<file path="src/rdt_pkg.sv">
`timescale 1ns / 1ps
`default_nettype none
// ----------------------------------------------------------------------------
// rdt_pkg
// Shared types and constants for the reload down timer.
// ----------------------------------------------------------------------------
package rdt_pkg;

  typedef enum logic [1:0] {
    FUNC_READ  = 2'd0,
    FUNC_WRITE = 2'd1,
    FUNC_TICK  = 2'd2,
    FUNC_NONE  = 2'd3
  } func_e;

  // register offsets
  localparam logic [2:0] OFF_RELOAD_LO = 3'd0;
  localparam logic [2:0] OFF_RELOAD_HI = 3'd1;
  localparam logic [2:0] OFF_COUNT_LO  = 3'd2;
  localparam logic [2:0] OFF_COUNT_HI  = 3'd3;
  localparam logic [2:0] OFF_CONTROL   = 3'd4;
  localparam logic [2:0] OFF_STATUS    = 3'd5;
  localparam logic [2:0] OFF_ACK       = 3'd6;

  // control byte bits
  localparam int CTRL_ENABLE_BIT   = 0;
  localparam int CTRL_AUTOLOAD_BIT = 1;
  localparam int CTRL_IRQ_EN_BIT   = 2;

  localparam int TIMER_W  = 16;
  localparam int BYTE_W   = 8;
  localparam int CYCLES_W = 8;

  typedef enum logic [1:0] {
    ST_IDLE,
    ST_RUN,
    ST_FIN
  } state_e;

  // controller -> datapath
  typedef struct packed {
    logic load;      // latch the incoming word
    logic do_write;  // apply the bus write
    logic do_step;   // one counted timer cycle
    logic out_load;  // capture the result word
  } cmd_t;

  // datapath -> controller
  typedef struct packed {
    func_e func;
    logic  enabled;
    logic  remain_zero;
  } status_t;

endpackage : rdt_pkg
`default_nettype wire

</file>
<file path="src/reload_down_timer.sv">
`timescale 1ns / 1ps
`default_nettype none
// ----------------------------------------------------------------------------
// reload_down_timer
// 16-bit down-counting interval timer with auto-reload behind byte registers.
//
// Input channel (in_valid_i / in_stall_o): one word is a bus read, a bus
// write or a tick (func_i), with reg_offset_i, write_data_i, tick_cycles_i.
// A word is taken when in_valid_i is high and in_stall_o is low. The block
// works on one word at a time; in_stall_o is low only while idle.
// Output channel (out_valid_o / out_stall_i): every input word yields one
// result word: read_data_o (read byte, zero otherwise) and irq_pending_o
// (overflow flag and interrupt enable), both after the word's effect.
// Sequence: an accepted word passes through RUN, where a write is applied
// or an enabled tick steps one timer cycle per clock, one step unit reused,
// until tick_cycles_i (at most 255) runs out or the timer stops on overflow,
// then FIN, which loads the result once the output register is free.
// A result held by out_stall_i does not block acceptance of the next word;
// only the delivery of the following result waits for the output register.
// Reset (rst_ni low, asynchronous) clears all timer registers, the overflow
// flag and the sequencer; no result is pending after reset.
// ----------------------------------------------------------------------------
module reload_down_timer
  import rdt_pkg::*;
(
  input  wire logic                clk_i,
  input  wire logic                rst_ni,
  input  wire logic                in_valid_i,
  output logic                     in_stall_o,
  input  wire logic [1:0]          func_i,
  input  wire logic [2:0]          reg_offset_i,
  input  wire logic [BYTE_W-1:0]   write_data_i,
  input  wire logic [CYCLES_W-1:0] tick_cycles_i,
  output logic                     out_valid_o,
  input  wire logic                out_stall_i,
  output logic [BYTE_W-1:0]        read_data_o,
  output logic                     irq_pending_o
);

  cmd_t    cmd;
  status_t status;
  logic    out_valid_q, out_valid_d;
  logic    out_free;

  // output register can take a new word when empty or being drained
  assign out_free = !out_valid_q || !out_stall_i;

  rdt_ctrl u_ctrl (
    .clk_i      (clk_i),
    .rst_ni     (rst_ni),
    .in_valid_i (in_valid_i),
    .in_stall_o (in_stall_o),
    .out_free_i (out_free),
    .status_i   (status),
    .cmd_o      (cmd)
  );

  rdt_datapath u_datapath (
    .clk_i         (clk_i),
    .rst_ni        (rst_ni),
    .cmd_i         (cmd),
    .func_i        (func_i),
    .reg_offset_i  (reg_offset_i),
    .write_data_i  (write_data_i),
    .tick_cycles_i (tick_cycles_i),
    .status_o      (status),
    .read_data_o   (read_data_o),
    .irq_pending_o (irq_pending_o)
  );

  always_comb begin
    out_valid_d = out_valid_q;
    if (cmd.out_load)       out_valid_d = 1'b1;
    else if (!out_stall_i)  out_valid_d = 1'b0;
  end

  always_ff @(posedge clk_i or negedge rst_ni) begin
    if (!rst_ni) begin
      out_valid_q <= 1'b0;
    end else begin
      out_valid_q <= out_valid_d;
    end
  end

  assign out_valid_o = out_valid_q;

  a_load_when_free: assert property (@(posedge clk_i) disable iff (!rst_ni)
    cmd.out_load |-> out_free)
    else $error("result overwrote an undelivered word");

endmodule : reload_down_timer
`default_nettype wire

</file>
<file path="src/rdt_ctrl.sv">
`timescale 1ns / 1ps
`default_nettype none
// ----------------------------------------------------------------------------
// rdt_ctrl
// Sequencer: accept, execute (one counted cycle per clock on enabled ticks), deliver.
// ----------------------------------------------------------------------------
module rdt_ctrl
  import rdt_pkg::*;
(
  input  wire logic    clk_i,
  input  wire logic    rst_ni,
  input  wire logic    in_valid_i,
  output logic         in_stall_o,
  input  wire logic    out_free_i,
  input  wire status_t status_i,
  output cmd_t         cmd_o
);

  state_e state_q, state_d;

  always_ff @(posedge clk_i or negedge rst_ni) begin
    if (!rst_ni) begin
      state_q <= ST_IDLE;
    end else begin
      state_q <= state_d;
    end
  end

  logic stepping;
  assign stepping = (status_i.func == FUNC_TICK) && status_i.enabled &&
                    !status_i.remain_zero;

  // next state
  always_comb begin
    state_d = state_q;
    unique case (state_q)
      ST_IDLE: if (in_valid_i) state_d = ST_RUN;
      ST_RUN:  if (!stepping)  state_d = ST_FIN;
      ST_FIN:  if (out_free_i) state_d = ST_IDLE;
      default: state_d = ST_IDLE;
    endcase
  end

  // outputs
  always_comb begin
    cmd_o      = '0;
    in_stall_o = 1'b1;
    unique case (state_q)
      ST_IDLE: begin
        in_stall_o = 1'b0;
        cmd_o.load = in_valid_i;
      end
      ST_RUN: begin
        cmd_o.do_step  = stepping;
        cmd_o.do_write = (status_i.func == FUNC_WRITE);
      end
      ST_FIN: begin
        cmd_o.out_load = out_free_i;
      end
      default: ;
    endcase
  end

  a_step_only_in_run: assert property (@(posedge clk_i) disable iff (!rst_ni)
    cmd_o.do_step |-> state_q == ST_RUN)
    else $error("timer step outside run state");

  a_fin_leaves: assert property (@(posedge clk_i) disable iff (!rst_ni)
    (state_q == ST_FIN && out_free_i) |=> state_q == ST_IDLE)
    else $error("finish did not return to idle");

  a_write_once: assert property (@(posedge clk_i) disable iff (!rst_ni)
    cmd_o.do_write |=> state_q == ST_FIN)
    else $error("bus write not followed by finish");

endmodule : rdt_ctrl
`default_nettype wire

</file>
<file path="src/rdt_datapath.sv">
`timescale 1ns / 1ps
`default_nettype none
// ----------------------------------------------------------------------------
// rdt_datapath
// Timer registers, bus decode, counted-cycle step and result register.
// ----------------------------------------------------------------------------
module rdt_datapath
  import rdt_pkg::*;
(
  input  wire logic                clk_i,
  input  wire logic                rst_ni,
  input  wire cmd_t                cmd_i,
  input  wire logic [1:0]          func_i,
  input  wire logic [2:0]          reg_offset_i,
  input  wire logic [BYTE_W-1:0]   write_data_i,
  input  wire logic [CYCLES_W-1:0] tick_cycles_i,
  output status_t                  status_o,
  output logic [BYTE_W-1:0]        read_data_o,
  output logic                     irq_pending_o
);

  // latched word
  func_e               func_q;
  logic [2:0]          off_q;
  logic [BYTE_W-1:0]   data_q;
  logic [CYCLES_W-1:0] remain_q;

  // architectural state
  logic [TIMER_W-1:0]  reload_q, reload_d;
  logic [TIMER_W-1:0]  count_q, count_d;
  logic [BYTE_W-1:0]   ctrl_q, ctrl_d;
  logic                ovf_q, ovf_d;

  always_ff @(posedge clk_i) begin
    if (cmd_i.load) begin
      func_q   <= func_e'(func_i);
      off_q    <= reg_offset_i;
      data_q   <= write_data_i;
      remain_q <= tick_cycles_i;
    end else if (cmd_i.do_step) begin
      remain_q <= remain_q - CYCLES_W'(1);
    end
  end

  always_comb begin
    reload_d = reload_q;
    count_d  = count_q;
    ctrl_d   = ctrl_q;
    ovf_d    = ovf_q;
    if (cmd_i.do_write) begin
      unique case (off_q)
        OFF_RELOAD_LO: reload_d[7:0]  = data_q;
        OFF_RELOAD_HI: reload_d[15:8] = data_q;
        OFF_CONTROL: begin
          ctrl_d = data_q;
          if (data_q[CTRL_ENABLE_BIT]) count_d = reload_q;
        end
        OFF_ACK: ovf_d = 1'b0;
        default: ;  // read-only or unmapped
      endcase
    end else if (cmd_i.do_step) begin
      if (count_q == '0) begin
        ovf_d = 1'b1;
        if (ctrl_q[CTRL_AUTOLOAD_BIT]) count_d = reload_q;
        else                           ctrl_d[CTRL_ENABLE_BIT] = 1'b0;
      end else begin
        count_d = count_q - TIMER_W'(1);
      end
    end
  end

  always_ff @(posedge clk_i or negedge rst_ni) begin
    if (!rst_ni) begin
      reload_q <= '0;
      count_q  <= '0;
      ctrl_q   <= '0;
      ovf_q    <= 1'b0;
    end else begin
      reload_q <= reload_d;
      count_q  <= count_d;
      ctrl_q   <= ctrl_d;
      ovf_q    <= ovf_d;
    end
  end

  // reads have no side effects, so decode from the settled state
  logic [BYTE_W-1:0] rd_byte;
  always_comb begin
    rd_byte = '0;
    if (func_q == FUNC_READ) begin
      unique case (off_q)
        OFF_RELOAD_LO: rd_byte = reload_q[7:0];
        OFF_RELOAD_HI: rd_byte = reload_q[15:8];
        OFF_COUNT_LO:  rd_byte = count_q[7:0];
        OFF_COUNT_HI:  rd_byte = count_q[15:8];
        OFF_CONTROL:   rd_byte = ctrl_q;
        OFF_STATUS:    rd_byte = {{(BYTE_W-1){1'b0}}, ovf_q};
        default:       rd_byte = '0;
      endcase
    end
  end

  always_ff @(posedge clk_i) begin
    if (cmd_i.out_load) begin
      read_data_o   <= rd_byte;
      irq_pending_o <= ovf_q & ctrl_q[CTRL_IRQ_EN_BIT];
    end
  end

  assign status_o.func        = func_q;
  assign status_o.enabled     = ctrl_q[CTRL_ENABLE_BIT];
  assign status_o.remain_zero = (remain_q == '0);

  a_step_enabled: assert property (@(posedge clk_i) disable iff (!rst_ni)
    cmd_i.do_step |-> ctrl_q[CTRL_ENABLE_BIT] && remain_q != '0)
    else $error("step while disabled or exhausted");

  a_step_counts: assert property (@(posedge clk_i) disable iff (!rst_ni)
    cmd_i.do_step |=> remain_q == $past(remain_q) - CYCLES_W'(1))
    else $error("remaining cycle count not decremented");

endmodule : rdt_datapath
`default_nettype wire
</file>
<file path="config.mk">
export PLATFORM = sky130hd
export DESIGN_NAME = reload_down_timer
export DESIGN_NICKNAME = d
export VERILOG_FILES = /design/src/rdt_pkg.sv /design/src/reload_down_timer.sv /design/src/rdt_ctrl.sv /design/src/rdt_datapath.sv
export SDC_FILE = /design/constraint.sdc
export NUM_CORES = 1
export LEC_CHECK = 0
export ABC_CLOCK_PERIOD_IN_PS = 7600
export BUFFER_PORTS_ARGS = -buffer_cell sky130_fd_sc_hd__buf_2
export CORE_MARGIN = 2
export CORE_UTILIZATION = 45
export CTS_CLUSTER_SIZE = 28
export DETAILED_ROUTE_END_ITERATION = 10
export HOLD_SLACK_MARGIN = 0.05
export PLACE_DENSITY = 0.6
export SYNTH_ARGS = -nofsm -noshare
export SYNTH_HDL_FRONTEND = slang
export SYNTH_SLANG_ARGS = --single-unit
</file>
<file path="constraint.sdc">
create_clock -name clk_i -period 7.6 [get_ports clk_i]
set_input_delay 0.38 -clock clk_i [delete_from_list [all_inputs] [get_ports clk_i]]
set_output_delay 0.38 -clock clk_i [all_outputs]
set_load 0.01 [all_outputs]
</file>
==> results of run 1 <==
## state kept, by name (all words and copies together) (netlist names), 2 cells and up
name and count:
u_datapath.read_data_o 8, u_datapath.reload_q 16, u_datapath.count_q 16, u_datapath.func_q 2
u_datapath.off_q 3, u_datapath.ctrl_q 8, u_datapath.data_q 8, u_ctrl.state_q 2
u_datapath.remain_q 8
## per-layer routing
metal	share of wire	vias up	global-route usage
met5	0	-	0
met4	0.025	0	0.0939
met3	0.057	20	0.0473
met2	0.46	121	0.314
met1	0.45	1412	0.310
li1	-	1347	-
## where the power goes
group / leakage (nW) / internal, mW / switching, mW
clock: 0.103 / 0.158 / 0.171
combinational: 0.784 / 0.203 / 0.258
sequential: 0.850 / 0.557 / 0.143
## cells by family after synthesis
family / Yosys count / share of synthesized area
fa+ha+maj: 4 / 0.0130
mux: 40 / 0.133
xor+xnor: 6 / 0.0137
buf+inv: 24 / 0.0303
flops: 74 / 0.521
compound gates: 75 / 0.129
simple gates: 110 / 0.160
## final timing paths
kind	endpoint	cells past startpoint
setup / recovery	u_datapath.count_q[12]$_DFFE_PN0P_	7
hold / removal	u_datapath.count_q[11]$_DFFE_PN0P_	1
setup reg to reg	u_datapath.count_q[12]$_DFFE_PN0P_	7
hold reg to reg	u_datapath.ctrl_q[4]$_DFFE_PN0P_	1
max in group asynchronous	u_datapath.ctrl_q[3]$_DFFE_PN0P_	1
min in group clk_i	u_datapath.func_q[0]$_DFFE_PP_	1
## area by class of cell
class                           instances  area share
Clock buffer                            9      0.0289
Inverter                                8     0.00701
Timing Repair Buffer                   35      0.0409
Tap cell                              105      0.0307
Multi-Input combinational cell        235       0.406
Sequential cell                        74       0.467
Clock inverter                          7      0.0196
## worst reg2reg max path: cells and delay by family, from the launching register on
| family | cells | cell delay (ps) |
|---|---|---|
| simple gates | 4 | 2380 |
| flops | 1 | 440 |
| compound gates | 1 | 250 |
| fa+ha+maj | 1 | 130 |
| buf+inv | 1 | 110 |
## cell usage in the layout, fill, tap and decap left out, types with 5 or more instances in the layout
cell | netlist | routed
a21oi_1 | 14 | 14
a22oi_1 | 5 | 5
a31oi_1 | 5 | 5
a41oi_1 | 6 | 6
buf_2 | 3 | 35
clkbuf_8 | 0 | 9
dfrtp_1 | 44 | 44
edfxtp_1 | 30 | 30
inv_1 | 8 | 8
mux2_1 | 8 | 8
mux2_2 | 15 | 15
mux2i_1 | 10 | 10
mux4_2 | 6 | 6
nand2_1 | 25 | 25
nand4_1 | 7 | 7
nor2_1 | 26 | 26
nor3_1 | 9 | 9
nor4_1 | 8 | 8
o21ai_0 | 12 | 12
o21ai_1 | 11 | 11
or3_1 | 6 | 6
## through the flow
stage	cells	setup WS (ps)	utilization	instance area [µm²]
after floorplan	333	5160	-	3840
after global placement	457	4290	0.494	4080
after detailed placement	457	4210	0.494	4080
after CTS	473	4210	0.519	4290
after global routing	473	3940	0.519	4290
final	473	4180	0.519	4290
==> metrics.yaml, run 1 <==
run_status:
  status: "complete, no violations"
synth:
  ys_seq_area_frac: 0.521
  synth_cells: 333
  yosysTopAreaCellShare: 0.287
  synth_cell_types: 59
  ys_top_cells_by_area: "dfrtp_1 (29%), edfxtp_1 (23%), mux2_2 (4.4%), mux4_2 (3.5%), mux2i_1 (2.6%)"
  synth.largest_area_cell: "dfrtp_1"
  synth_most_common_cell: "dfrtp_1"
  yosys_warnings: 0
  synth_edf_count: 30
  ys_ff_latch: 74
  synthArstFlopShare: 0.595
  synth_ff_type: "dfrtp_1"
  avgSynthCellArea_um2: 11.5
  synth_fp_nets: 362
  synthesis.area_um2: 3840
  synthTopCellsByCount: "dfrtp_1 (44), edfxtp_1 (30), nor2_1 (26)"
clock_tree:
  cts_tree: "built"
  h-tree-depth: 3
  cts_hold_buffers: 0
  cts_resized: 0
  cts.path.max_buffers: 2
  cts_root_buffer: "clkbuf_8"
  clkTransAtPathRegs_ps: 90
  cts_setup_buffers: 0
  numCtsBuffers: 9
  clock-sinks: 74
  clk_latency_ps: 370
drt:
  drt_iter0_drc: 245
  route.detailed.drc: 0
  wirelength_mm: 9.44
  post_drt_wl_per_cell_um: 20.0
  vias: 2900
  vias_per_cell: 6.13
  ant_nets: 0
  first_pass_iters: 4
power_and_ir_drop:
  finalPower_mw: 1.49
  leakage_nw: 1.74
  p_per_area_nw_per_um2: 348
  max-vdd-ir-drop_v: 0.000150
worst_setup_path:
  r2r_start: "u_datapath.count_q[0]$_DFFE_PN0P_"
  worstPathArrival_ps: 3670
  crit_chain: "inv_1 -> ha_1 -> or4b_2 -> nor4_2 -> nor2_1 -> and3_1 -> a221o_1"
  endpoint_kind: "flop"
  slowest_delay_ps: 900
  crit_start: "u_datapath.count_q[0]$_DFFE_PN0P_"
  start_kind: "flop"
  required_ps: 7860
  crit_family: "simple AND/OR/NAND/NOR gates"
  critPathMaxFanout: 14
  path_buf_inv: 1
  reg2reg_slack_ps: 4180
  cpMaxStageDelayCell: "nor4_2"
  crit_type: "reg -> reg"
timing:
  period_needed_ps: 3420
  setup_violations: 0
  worst_slew_pin_slew_ps: 1170
  rsz0062_at_grt: "false"
  drv_slew: 0
  max_freq_ghz: 0.293
  clock_skew_ps: 17.9
  fin_hold_ws_ps: 176
  period_share: 0.450
  maxSlewHeadroom: 0.213
  finalHoldViolCount: 0
  tns_ps: 0
cells_and_area:
  area_delta_synth_final_pct: 11.5
  seq_area_um2: 2000
  layout-drive-gt1-share: 0.228
  n_antenna_cell: 0
  nets: 392
  multi_input_area_um2: 1740
  fill_cells: 746
placed_design:
  dp_hpwl_mm: 6.68
  port_buffers: 35
  gp_congestion: 0.904
floorplanning:
  core_um2: 8260
  die_h_um: 96.4
  io_pins: 36
  row_count: 33
  dieWidth_um: 96.4
  dieArea_um2: 9290
  start_util: 0.465
run:
  cap_violations: 0
grt:
  overflow: 0
  grt_pass1_vias: 2615
  grt_antenna_before_repair: 0
  grt_pass1_wl_mm: 14.6
  grt_max_degree: 45
  track_usage: 0.215
min_path:
  hold_class: "in -> async"
Note: power is estimated with default switching activity, not from simulation.
==> run 2: changes to the inputs <==
ABC_CLOCK_PERIOD_IN_PS = 3100   (was 7600)
PLACE_DENSITY = 0.63   (was 0.6)
clock period = 3.1 ns   (was 7.6 ns; I/O delays follow)
==> metrics.yaml, run 2 (synthesis gave the netlist of run 1 again) <==
run_status:
  status: "complete, no violations"  # unchanged
clock_tree:
  cts_setup_buffers: 0  # unchanged
  clock-sinks: 74  # unchanged
  clkTransAtPathRegs_ps: 90  # about the same
  h-tree-depth: 3  # unchanged
  cts_tree: "built"  # unchanged
  clk_latency_ps: 360  # was 370 ps
  cts.path.max_buffers: 2  # unchanged
  cts_root_buffer: "clkbuf_8"  # unchanged
  numCtsBuffers: 9  # unchanged
timing:
  period_share: 0.891  # was 0.450
  rsz0062_at_grt: "false"  # unchanged
  max_freq_ghz: 0.362  # was 0.293 GHz
  clock_skew_ps: 11.3  # was 17.9 ps
  finalHoldViolCount: 0  # unchanged
  worst_slew_pin_slew_ps: 1110  # was 1170 ps
  maxSlewHeadroom: 0.259  # was 0.213
  drv_slew: 0  # unchanged
  setup_violations: 0  # unchanged
  period_needed_ps: 2760  # was 3420 ps
  tns_ps: 0  # unchanged
worst_setup_path:
  cpMaxStageDelayCell: "or4b_2"  # was nor4_2
  timing.rr.end: "u_datapath.count_q[1]$_DFFE_PN0P_"  # was u_datapath.count_q[12]$_DFFE_PN0P_
  required_ps: 3350  # was 7860 ps
  start_kind: "flop"  # unchanged
  worstPathArrival_ps: 3010  # was 3670 ps
  r2r_start: "u_datapath.count_q[0]$_DFFE_PN0P_"  # unchanged
  critPathMaxFanout: 11  # was 14
  r2r_cells: 7  # unchanged
  crit_family: "simple AND/OR/NAND/NOR gates"  # unchanged
  reg2reg_slack_ps: 340  # was 4180 ps
  path_buf_inv: 1  # unchanged
  crit_type: "reg -> reg"  # unchanged
  crit_start: "u_datapath.count_q[0]$_DFFE_PN0P_"  # unchanged
  endpoint_kind: "flop"  # unchanged
  slowest_delay_ps: 640  # was 900 ps
  crit_chain: "inv_1 -> ha_1 -> or4b_2 -> or4_4 -> nor3_4 -> nor3_2 -> mux2_4"  # was inv_1 -> ha_1 -> or4b_2 -> nor4_2 -> nor2_1 -> and3_1 -> a221o_1
min_path:
  hold_class: "in -> reg"  # was in -> async
  hold_path_end: "u_datapath.remain_q[4]$_DFFE_PP_"
  holdPathStages: 3
  min-delay-start: "tick_cycles_i[4]"
cells_and_area:
  reg_top3: "u_datapath.count_q x16, u_datapath.reload_q x16"  # unchanged
  finalInstanceArea_um2: 4530  # was 4290 µm²
  layout_common_cells: "dfrtp_1 (44), buf_2 (35), edfxtp_1 (30)"  # unchanged
  finish.utilization: 0.548  # was 0.519
  seq_area_um2: 2000  # unchanged
  n_antenna_cell: 0  # unchanged
  final_common_cell: "dfrtp_1"  # unchanged
  multi_input_area_um2: 1740  # unchanged
  area_delta_synth_final_pct: 17.8  # was 11.5%
  layout-drive-gt1-share: 0.237  # was 0.228
  fill_cells: 727  # was 746
  nets: 417  # was 392
placed_design:
  dp_hpwl_mm: 6.89  # was 6.68 mm
  gp_congestion: 0.933  # was 0.904
  placed_cell_area_um2: 4150  # was 4080 µm²
  port_buffers: 35  # unchanged
power_and_ir_drop:
  max-vdd-ir-drop_v: 0.000412  # was 0.000150 V
  leakage_nw: 1.86  # was 1.74 nW
  p_per_area_nw_per_um2: 834  # was 348 nW/µm²
  finalPower_mw: 3.78  # was 1.49 mW
drt:
  vias_per_cell: 6.11  # was 6.13
  post_drt_wl_per_cell_um: 19.8  # was 20.0 µm
  first_pass_iters: 5  # was 4
  vias: 3045  # was 2,900
  ant_nets: 0  # unchanged
  route.detailed.drc: 0  # unchanged
  drt_iter0_drc: 263  # was 245
  wirelength_mm: 9.87  # was 9.44 mm
grt:
  grt_antenna_before_repair: 0  # unchanged
  grt_max_degree: 45  # unchanged
  overflow: 0  # unchanged
  grt_pass1_wl_mm: 15.3  # was 14.6 mm
  track_usage: 0.225  # was 0.215
  grt_pass1_vias: 2826  # was 2,615
floorplanning:
  start_util: 0.465  # unchanged
  io_pins: 36  # unchanged
  die_h_um: 96.4  # unchanged
  core_um2: 8260  # unchanged
  row_count: 33  # unchanged
  dieArea_um2: 9290  # unchanged
  dieWidth_um: 96.4  # unchanged
run:
  cap_violations: 0  # unchanged
## run 2: per-stage QoR
step                      worst slack (ps)  hold slack, ps  std cells
after detailed placement               385             333        467
after global routing                   255            65.9        498
after CTS                              377            52.0        498
after floorplan                        664            -141        333
after global placement                 434             331        467
final                                  337            62.5        498
## run 2: worst max-delay path by stage
| stage | depth (start not counted) | to |
|---|---|---|
| 2_1_floorplan | 7 | u_datapath.count_q[1]$_DFFE_PN0P_ |
| 3_3_place_gp | 7 | u_datapath.count_q[1]$_DFFE_PN0P_ |
| 3_5_place_dp | 7 | u_datapath.count_q[1]$_DFFE_PN0P_ |
| 4_1_cts | 7 | u_datapath.count_q[1]$_DFFE_PN0P_ |
| 5_1_grt | 7 | u_datapath.count_q[1]$_DFFE_PN0P_ |
| 6_report | 7 | u_datapath.count_q[1]$_DFFE_PN0P_ |
## run 2: tightest hold or removal path, stage by stage
cell	delay, ps
buf_2	70
nand2_1	30
o21ai_0	60
## run 2: cell type report
type | instances | share of cell area
timing repair buffer | 60 | 0.0884
multi-input combinational | 235 | 0.384
clock inverter | 7 | 0.0224
sequential | 74 | 0.442
clock buffer | 9 | 0.0274
tap | 105 | 0.0290
inverter | 8 | 0.00663
## run 2: metal layers
metal,up-vias,GRT usage,routed length (µm)
li1,1401,-,-
met1,1502,0.322,4490
met2,120,0.336,4580
met3,22,0.0380,532
met4,0,0.101,267
met5,-,0,0
## run 2: timing repair
item,in CTS,in global routing
hold buffers,15,0
endpoints found under the hold margin,58,0
gates resized for setup,0,0
## run 2: power breakdown
group	internal [mW]	switching [mW]	leakage, nW	total (mW)
logic	0.552	0.673	0.897	1.23
clock network	0.462	0.398	0.113	0.860
registers	1.36	0.326	0.850	1.69
==> run 3: changes to the inputs <==
ABC_AREA = 1   (was not set)
==> metrics.yaml, run 3 <==
placed_design:
  place_ws_ps: 1220  # was 385 ps
  dp_cells: 607  # was 467
  dp_hpwl_mm: 6.46  # was 6.89 mm
  gp_congestion: 0.892  # was 0.933
  port_buffers: 35  # unchanged
worst_setup_path:
  required_ps: 3400  # was 3350 ps
  worstPathArrival_ps: 2190  # was 3010 ps
  start_kind: "flop"  # unchanged
  crit_type: "reg -> reg"  # unchanged
  endpoint_kind: "flop"  # unchanged
  r2r_cells: 7  # unchanged
  critPathMaxFanout: 15  # was 11
clock_tree:
  cts.path.max_buffers: 2  # unchanged
  clock-sinks: 74  # unchanged
  cts_setup_buffers: 0  # unchanged
  numCtsBuffers: 9  # unchanged
  cts_tree: "built"  # unchanged
  cts_resized: 0  # unchanged
  cts_root_buffer: "clkbuf_8"  # unchanged
  clk_latency_ps: 360  # about the same
  h-tree-depth: 3  # unchanged
  clkTransAtPathRegs_ps: 90  # about the same
grt:
  grt_max_degree: 45  # unchanged
  grt_pass1_wl_mm: 15.4  # was 15.3 mm
  grt_pass1_vias: 3076  # was 2,826
  met1_usage: 0.302  # was 0.322
  grt_util_met2: 0.317  # was 0.336
  overflow: 0  # unchanged
  grt_antenna_before_repair: 0  # unchanged
  grt-busiest-layer: "met2"  # unchanged
  track_usage: 0.208  # was 0.225
  grt.met3_usage: 0.0331  # was 0.0380
timing:
  max_freq_ghz: 0.532  # was 0.362 GHz
  period_needed_ps: 1880  # was 2760 ps
  setup_ws_ps: 1220  # was 337 ps
  tns_ps: 0  # unchanged
  clock_skew_ps: 8.95  # was 11.3 ps
  rsz0062_at_grt: "false"  # unchanged
  period_share: 0.607  # was 0.891
  maxSlewHeadroom: 0.300  # was 0.259
  drv_slew: 0  # unchanged
  setup_violations: 0  # unchanged
  worst_slew_pin_slew_ps: 1050  # was 1110 ps
  finalHoldViolCount: 0  # unchanged
drt:
  route.detailed.drc: 0  # unchanged
  wirelength_mm: 9.10  # was 9.87 mm
  drt_iter0_drc: 196  # was 263
  vias_per_cell: 4.96  # was 6.11
  post_drt_wl_per_cell_um: 14.3  # was 19.8 µm
  first_pass_iters: 4  # was 5
  ant_nets: 0  # unchanged
  vias: 3166  # was 3,045
cells_and_area:
  layout_common_cells: "nand2_1 (166), inv_1 (46), nor2_1 (46)"  # was dfrtp_1 (44), buf_2 (35), edfxtp_1 (30)
  finalNonFillerCells: 638  # was 498
  finish.utilization: 0.525  # was 0.548
  layout-drive-gt1-share: 0.138  # was 0.237
  reg_top3: "u_datapath.count_q x16, u_datapath.reload_q x16"  # unchanged
  nets: 554  # was 417
  area_delta_synth_final_pct: 15.2  # was 17.8%
  final_common_cell: "nand2_1"  # was dfrtp_1
  n_antenna_cell: 0  # unchanged
power_and_ir_drop:
  leakage_nw: 2.18  # was 1.86 nW
  max-vdd-ir-drop_v: 0.000374  # was 0.000412 V
  finalPower_mw: 2.98  # was 3.78 mW
  p_per_area_nw_per_um2: 661  # was 834 nW/µm²
floorplanning:
  row_count: 34  # was 33
  die_h_um: 97.3  # was 96.4 µm
  core_um2: 8590  # was 8260 µm²
  io_pins: 36  # unchanged
  dieArea_um2: 9470  # was 9290 µm²
  start_util: 0.456  # was 0.465
  dieWidth_um: 97.3  # was 96.4 µm
synth:
  ys_seq_area_frac: 0.511  # was 0.521
  synth.largest_area_cell: "dfrtp_1"  # unchanged
  synthArstFlopShare: 0.595  # unchanged
  yosysTopAreaCellShare: 0.281  # was 0.287
  yosys_warnings: 0  # unchanged
  ys_top_cells_by_area: "dfrtp_1 (28%), edfxtp_1 (23%), nand2_1 (16%), inv_1 (4.4%), nor2_1 (4.4%)"  # was dfrtp_1 (29%), edfxtp_1 (23%), mux2_2 (4.4%), mux4_2 (3.5%), mux2i_1 (2.6%)
  synthTopCellsByCount: "nand2_1 (166), inv_1 (46), nor2_1 (46)"  # was dfrtp_1 (44), edfxtp_1 (30), nor2_1 (26)
  synth_fp_nets: 503  # was 362
  synth_ff_type: "dfrtp_1"  # unchanged
  ys_ff_latch: 74  # unchanged
  synth_edf_count: 30  # unchanged
  avgSynthCellArea_um2: 8.26  # was 11.5 µm²
  synth_cells: 474  # was 333
  synth_cell_types: 38  # was 59
  synth_most_common_cell: "nand2_1"  # was dfrtp_1
  synthesis.area_um2: 3920  # was 3840 µm²
min_path:
  hold_class: "in -> reg"  # unchanged
  holdPathStages: 3  # unchanged
run_status:
  status: "complete, no violations"  # unchanged
run:
  cap_violations: 0  # unchanged
[run 3: cell count changes in the layout (fill, tap and decap cells not counted), sizes merged, moves of 10 or more]
| cell | before | now |
|---|---|---|
| nor2 | 27 | 53 |
| nand3 | 4 | 27 |
| mux2i | 10 | 0 |
| nand2 | 26 | 173 |
| nor4 | 10 | 0 |
| mux2 | 24 | 0 |
| o21ai | 23 | 36 |
| buf | 45 | 35 |
| inv | 10 | 52 |
| nor3 | 11 | 1 |
[run 3: per-layer routing]
metal  part of all wire  vias up
met2               0.45       90
met3              0.063        7
met1               0.48     1437
met5                  0        -
met4             0.0074        0
li1                   -     1632
[run 3: layout make-up]
type                       instances  area, µm²
clock inverter                     6       53.8
multi-input combinational        341       1660
timing repair buffer              50        325
sequential                        74       2000
inverter                          49        184
tap                              108        135
fill                             823       4080
clock buffer                      10        149
[run 3: where the power goes]
| part | internal (mW) | switching (mW) | total [mW] |
|---|---|---|---|
| sequential | 1.26 | 0.152 | 1.41 |
| combinational | 0.282 | 0.528 | 0.810 |
| clock | 0.353 | 0.410 | 0.763 |
[run 3: critical path: stages (launching register included)]
cell	delay (ps)
edfxtp_1	510
nor2_2	180
nand2_2	110
nor2_4	300
nor2_1	130
a21oi_4	400
nand3_1	130
nand2_1	80
[run 3: repair_timing]
item / CTS / global route
hold endpoints to repair: 58 / 0
hold buffers: 15 / 0
setup endpoints to repair: 0 / 0
[run 3: path summary, 6_finish.rpt]
check | from | to | slack [ps]
worst max-delay path | u_datapath.off_q[0]$_DFFE_PP_ | u_datapath.count_q[15]$_DFFE_PN0P_ | 1220
worst min-delay path | tick_cycles_i[7] | u_datapath.remain_q[7]$_DFFE_PP_ | 60
worst max register to register | u_datapath.off_q[0]$_DFFE_PP_ | u_datapath.count_q[15]$_DFFE_PN0P_ | 1220
worst min register to register | u_datapath.reload_q[13]$_DFFE_PN0P_ | u_datapath.reload_q[13]$_DFFE_PN0P_ | 510
max in group asynchronous | rst_ni | u_datapath.reload_q[4]$_DFFE_PN0P_ | 1940
min in group asynchronous | rst_ni | u_datapath.count_q[10]$_DFFE_PN0P_ | 520
[run 3: cells by family (layout without fill, tap and decap cells)]
group,Yosys count,count (layout),synth area share
compound gates,63,63,0.0929
flops,74,74,0.511
simple gates,262,262,0.292
fa+ha+maj,4,4,0.0128
buf+inv,59,115,0.0645
xor+xnor,12,12,0.0268
[run 3: per-stage QoR]
step | hold slack [ps] | cell area, µm²
2_1_floorplan | -141 | 3920
3_3_place_gp | 333 | 4160
6_report | 64.7 | 4510
5_1_grt | 74.0 | 4510
4_1_cts | 50.5 | 4510
3_5_place_dp | 333 | 4160
